--- src/design/dsort_pkg.sv ---
// Shared widths, defaults and control types for the descending sort engine.
package dsort_pkg;

  localparam int CAPACITY_DEF = 64;
  localparam int SCORE_W      = 16;
  localparam int VAL_W        = 15;

  typedef logic [VAL_W-1:0] val_t;

  // Control word broadcast along the cell chain
  typedef struct packed {
    logic insert;  // place a new score in sorted position
    logic drain;   // shift every value one cell toward the head
  } cell_ctrl_t;

endpackage

--- src/design/dsort_cell.sv ---
// One cell of the insertion chain: holds one score, swaps with its neighbors.
module dsort_cell import dsort_pkg::*; #(
  parameter int IDX   = 0,
  parameter int CNT_W = 7
) (
  input  logic             clk,
  input  cell_ctrl_t       ctrl,
  input  val_t             new_val,
  input  logic [CNT_W-1:0] count,
  input  val_t             prev_val,
  input  logic             prev_gt,
  input  val_t             next_val,
  output val_t             val,
  output logic             gt
);

  val_t val_r;
  val_t val_nxt;

  // Flag a cell the new score must displace: empty, or holding a smaller value
  assign gt  = (CNT_W'(IDX) >= count) || (new_val > val_r);
  assign val = val_r;

  // Take the upper neighbor's value, the new score, or hold
  always_comb begin
    val_nxt = val_r;
    if (ctrl.insert) begin
      if (prev_gt) begin
        val_nxt = prev_val;
      end else if (gt) begin
        val_nxt = new_val;
      end
    end else if (ctrl.drain) begin
      val_nxt = next_val;
    end
  end

  always_ff @(posedge clk) begin
    val_r <= val_nxt;
  end

endmodule

--- src/design/descending_sort_engine_core.sv ---
// Top level: insertion sort chain that collects scores and emits them largest first.
// The first result appears in the cycle after the end marker or the insert that fills the chain.
// Throughput: one request per cycle while loading; the drain gives one result per cycle,
//   and busy stays high from the first result through the last.
// Each insert is one compare per cell; the drain shifts the chain toward cell 0.
// Reset (rst_n low, synchronous) empties the set and stops any drain in progress.
// Results are strobed by out_valid for one cycle each; the receiver cannot stall.
module descending_sort_engine_core import dsort_pkg::*; #(
  parameter int CAPACITY = CAPACITY_DEF
) (
  input  logic               clk,
  input  logic               rst_n,
  input  logic               start,
  output logic               busy,
  input  logic [SCORE_W-1:0] in_score,
  output logic               out_valid,
  output logic [VAL_W-1:0]   out_sorted_value,
  output logic               out_last
);

  localparam int CNT_W = $clog2(CAPACITY + 1);

  logic             accept;
  logic             is_end;
  logic [CNT_W-1:0] count_r;
  logic [CNT_W-1:0] count_nxt;
  logic             drain_r;
  logic             drain_nxt;
  cell_ctrl_t       ctrl;
  val_t             new_val;
  val_t             vals [CAPACITY];
  logic             gts  [CAPACITY];

  assign accept  = start && !drain_r;
  assign is_end  = in_score[SCORE_W-1];
  assign new_val = in_score[VAL_W-1:0];

  assign ctrl.insert = accept && !is_end;
  assign ctrl.drain  = drain_r;

  // Advance the fill count and decide when the set ends
  always_comb begin
    count_nxt = count_r;
    drain_nxt = drain_r;
    if (drain_r) begin
      count_nxt = count_r - CNT_W'(1);
      if (count_r == CNT_W'(1)) begin
        drain_nxt = 1'b0;
      end
    end else if (accept) begin
      if (is_end) begin
        drain_nxt = (count_r != '0);
      end else begin
        count_nxt = count_r + CNT_W'(1);
        drain_nxt = (count_r == CNT_W'(CAPACITY - 1));
      end
    end
  end

  always_ff @(posedge clk) begin
    if (!rst_n) begin
      count_r <= '0;
      drain_r <= 1'b0;
    end else begin
      count_r <= count_nxt;
      drain_r <= drain_nxt;
    end
  end

  // Build the chain of cells, each linked to its two neighbors
  for (genvar i = 0; i < CAPACITY; i++) begin : g_cell
    val_t pv;
    logic pg;
    val_t nv;
    if (i == 0) begin : g_head
      assign pv = '0;
      assign pg = 1'b0;
    end else begin : g_body
      assign pv = vals[i-1];
      assign pg = gts[i-1];
    end
    if (i == CAPACITY - 1) begin : g_tail
      assign nv = '0;
    end else begin : g_inner
      assign nv = vals[i+1];
    end
    dsort_cell #(
      .IDX   (i),
      .CNT_W (CNT_W)
    ) u_cell (
      .clk      (clk),
      .ctrl     (ctrl),
      .new_val  (new_val),
      .count    (count_r),
      .prev_val (pv),
      .prev_gt  (pg),
      .next_val (nv),
      .val      (vals[i]),
      .gt       (gts[i])
    );
  end

  // Present the head cell while draining
  assign busy             = drain_r;
  assign out_valid        = drain_r;
  assign out_sorted_value = vals[0];
  assign out_last         = drain_r && (count_r == CNT_W'(1));

`ifndef ASSERT_OFF
  a_valid_has_data: assert property (@(posedge clk) disable iff (!rst_n)
    out_valid |-> count_r != '0)
    else $error("result strobed with an empty chain");

  a_last_ends_run: assert property (@(posedge clk) disable iff (!rst_n)
    out_valid && out_last |=> !out_valid)
    else $error("result after the last flag");

  a_run_continues: assert property (@(posedge clk) disable iff (!rst_n)
    out_valid && !out_last |=> out_valid)
    else $error("run stopped before the last flag");

  a_descending: assert property (@(posedge clk) disable iff (!rst_n)
    out_valid && !out_last |=> out_sorted_value <= $past(out_sorted_value))
    else $error("run not in descending order");

  a_count_bound: assert property (@(posedge clk) disable iff (!rst_n)
    count_r <= CNT_W'(CAPACITY))
    else $error("fill count beyond capacity");
`endif

endmodule
--- config.mk ---
export PLATFORM = sky130hd
export DESIGN_NAME = descending_sort_engine_core
export DESIGN_NICKNAME = d
export VERILOG_FILES = /design/src/design/dsort_pkg.sv /design/src/design/dsort_cell.sv /design/src/design/descending_sort_engine_core.sv
export SDC_FILE = /design/constraint.sdc
export NUM_CORES = 2
export LEC_CHECK = 0
export BUFFER_PORTS_ARGS = -buffer_cell sky130_fd_sc_hd__buf_2
export CAP_MARGIN = 20
export CORE_ASPECT_RATIO = 1.4
export CORE_MARGIN = 3
export CORE_UTILIZATION = 51
export CTS_CLUSTER_DIAMETER = 120
export CTS_CLUSTER_SIZE = 20
export DETAILED_ROUTE_END_ITERATION = 16
export PLACE_DENSITY = 0.76
export SLEW_MARGIN = 20
export SYNTH_ARGS = -nofsm -noshare
export SYNTH_HDL_FRONTEND = slang
export SYNTH_HIERARCHICAL = 1
export SYNTH_SLANG_ARGS = --single-unit
--- constraint.sdc ---
create_clock -name clk -period 36 [get_ports clk]
set_input_delay 1.8 -clock clk [delete_from_list [all_inputs] [get_ports clk]]
set_output_delay 1.8 -clock clk [all_outputs]
set_load 0.01 [all_outputs]
==> impl_metrics.csv <==
group,metric,value,unit
run_status,status,"completed",
timing,slew_headroom,0.251,
timing,setup_ws,29.26,ns
placement,place_ws,28.71,ns
cts,cts_buffers,54,
critical_path,cp_slowest_cell,"buf_4",
layout,layout-drive-gt1-share,0.0538,
drt,wl,211000,microns
timing,setup_viol,0,
floorplanning,fp.dieW,333,microns
layout,post-route-util,0.537,
cts,cts_tree,"yes",
grt,grt_pass1_vias,61800,
hold_path,min_path_type,"register to register",
cts,clockBufferDepth,3,
power_and_ir_drop,p_int,2.20,mW
critical_path,crit_chain,"buf_2 -> nor3b_2 -> buf_4 -> buf_4 -> buf_4 -> buf_4 -> buf_4 -> nor2_1 -> a41oi_2",
critical_path,crit_family,"buffers and inverters",
power_and_ir_drop,p_total,3.47,mW
critical_path,cp-start-kind,"primary input",
critical_path,cp.required,36.29,ns
layout,final_cells,9870,
critical_path,path_buf_inv,6,
layout,final_common_cell,"a21oi_1",
synth,synth_area,76100,sq um
floorplanning,die_area,154000,sq um
power_and_ir_drop,ir_drop,0.0362,mV
cts,clockRootBuffer,"clkbuf_16",
drt,drt_iter0_markers,5699,
placement,port_buffers,36,
critical_path,rrSetupSlack,29.86,ns
timing,fin_crit,6.74,ns
timing,tns,0,ns
synth,syn_area_per_cell,9.49,sq um
power_and_ir_drop,leakagePower,39.6,nW
timing,max_freq,148,MHz
cts,post_cts.repair.setup_buffers,0,
power_and_ir_drop,p_clk_frac,0.191,
timing,timing_hold_violations_final,0,
floorplanning,ioPinCount,37,
layout,areaGrowthSynthToFinish,4.50,%
critical_path,crit_type,"primary input to register",
drt,via_count,61100,
power_and_ir_drop,switching_share,0.367,
grt,grt_pass1_wl,333000,microns
cts,clk_latency,0.71,ns
grt,antenna_found_initial,1,
power_and_ir_drop,p_per_area,43.6,nW/um^2
drt,antenna_left,0,
synth,yosys_warnings,6,
grt,overflow,0,
cts,cts_resized,0,
synth,synth_cells,8021,
critical_path,cp-end-kind,"register",
placement,place_inst,9798,
critical_path,critPathArrivalTime,7.03,ns
grt,gr-usage-all-layers,0.265,
floorplanning,initial_core_util,0.514,
layout,layout.nets,8895,
timing,min_period_over_period,0.187,
critical_path,max_stage_delay,0.88,ns
cts,clkTransAtPathRegs,0.09,ns
drt,dr.pass1.iters,8,
flow_run,maxCapViolCount,0,
placement,dpl.hpwl,146000,microns
grt,grt_max_degree,220,
power_and_ir_drop,p_seq_frac,0.475,
cts,postCtsHoldBufs,0,
critical_path,cp_max_fo,97,
drt,routedWlPerCell,21.4,microns
floorplanning,num_rows,167,
floorplanning,core,148000,sq um
layout,final_cell_mix,"1390 x a21oi_1, 1158 x nor2_1, 995 x inv_1, 964 x ha_1",
power_and_ir_drop,p_sw,1.27,mW
timing,drv_slew,0,
cts,cts-htree-levels,2,
timing,fin_skew,0.0523,ns
drt,drcViolationCount,0,
critical_path,crit_path_frequent_cell,"buf_4",
cts,clkSinkCount,968,
drt,via_per_inst,6.19,
placement,gp_congestion,0.911,
timing,worst_slew_pin_slew,1.12,ns
timing,rsz0062_at_grt,"false",
floorplanning,fp.dieH,463,microns
power_and_ir_drop,combPwrFrac,0.334,
-- metrics by stage --
stage / hold slack, ns / area [sq um]
3_3_place_gp: 0.591 / 78100
6_report: 0.622 / 79600
3_5_place_dp: 0.602 / 78100
5_1_grt: 0.661 / 79600
4_1_cts: 0.617 / 79500
2_1_floorplan: 0.563 / 76300
-- path summary, 6_finish.rpt --
kind	from	endpoint	cells after the start
min reg2reg	g_cell[63].u_cell/val[5]	g_cell[62].u_cell/val[5]	2
max reg2reg	busy	g_cell[21].u_cell/val[13]	8
max	in_score[15]	g_cell[21].u_cell/val[13]	9
min	g_cell[63].u_cell/val[5]	g_cell[62].u_cell/val[5]	2
-- power by group through the flow --
stage / clock network (mW) / logic [mW] / registers, mW
CTS: 0.673 / 1.14 / 1.64
global placement: 0 / 1.08 / 1.67
finish: 0.662 / 1.16 / 1.65
floorplan: 0 / 0.876 / 1.59
global route: 0.707 / 1.29 / 1.66
detailed placement: 0 / 1.14 / 1.67
-- sequential cells by signal, summed over array words and instances, names as in the netlist --
register           count
g_cell.u_cell/val    960
count_r                7
busy                   1
-- tightest hold or removal path, delay by kind of cell, from the launching register on --
family	cells	cell delay, ns
AO/OA/AOI/OAI	1	0.10
AND/OR/NAND/NOR	1	0.05
flip-flops	1	0.35
-- layout make-up --
type,count,area (sq um)
Fill cell,13000,68600
Clock inverter,2,25.0
Multi-Input combinational cell,5764,41900
Sequential cell,968,29000
Tap cell,1943,2430
Clock buffer,67,1420
Timing Repair Buffer,128,1080
Antenna cell,2,5.00
Inverter,996,3740
-- layer usage --
layer / wire length [microns] / global-route usage / part of all wire
met5: 0 / 0 / 0
met4: 11900 / 0.142 / 0.056
met3: 14300 / 0.0315 / 0.067
met2: 105000 / 0.466 / 0.49
met1: 80600 / 0.316 / 0.38
(Power assumes the default switching activity.)
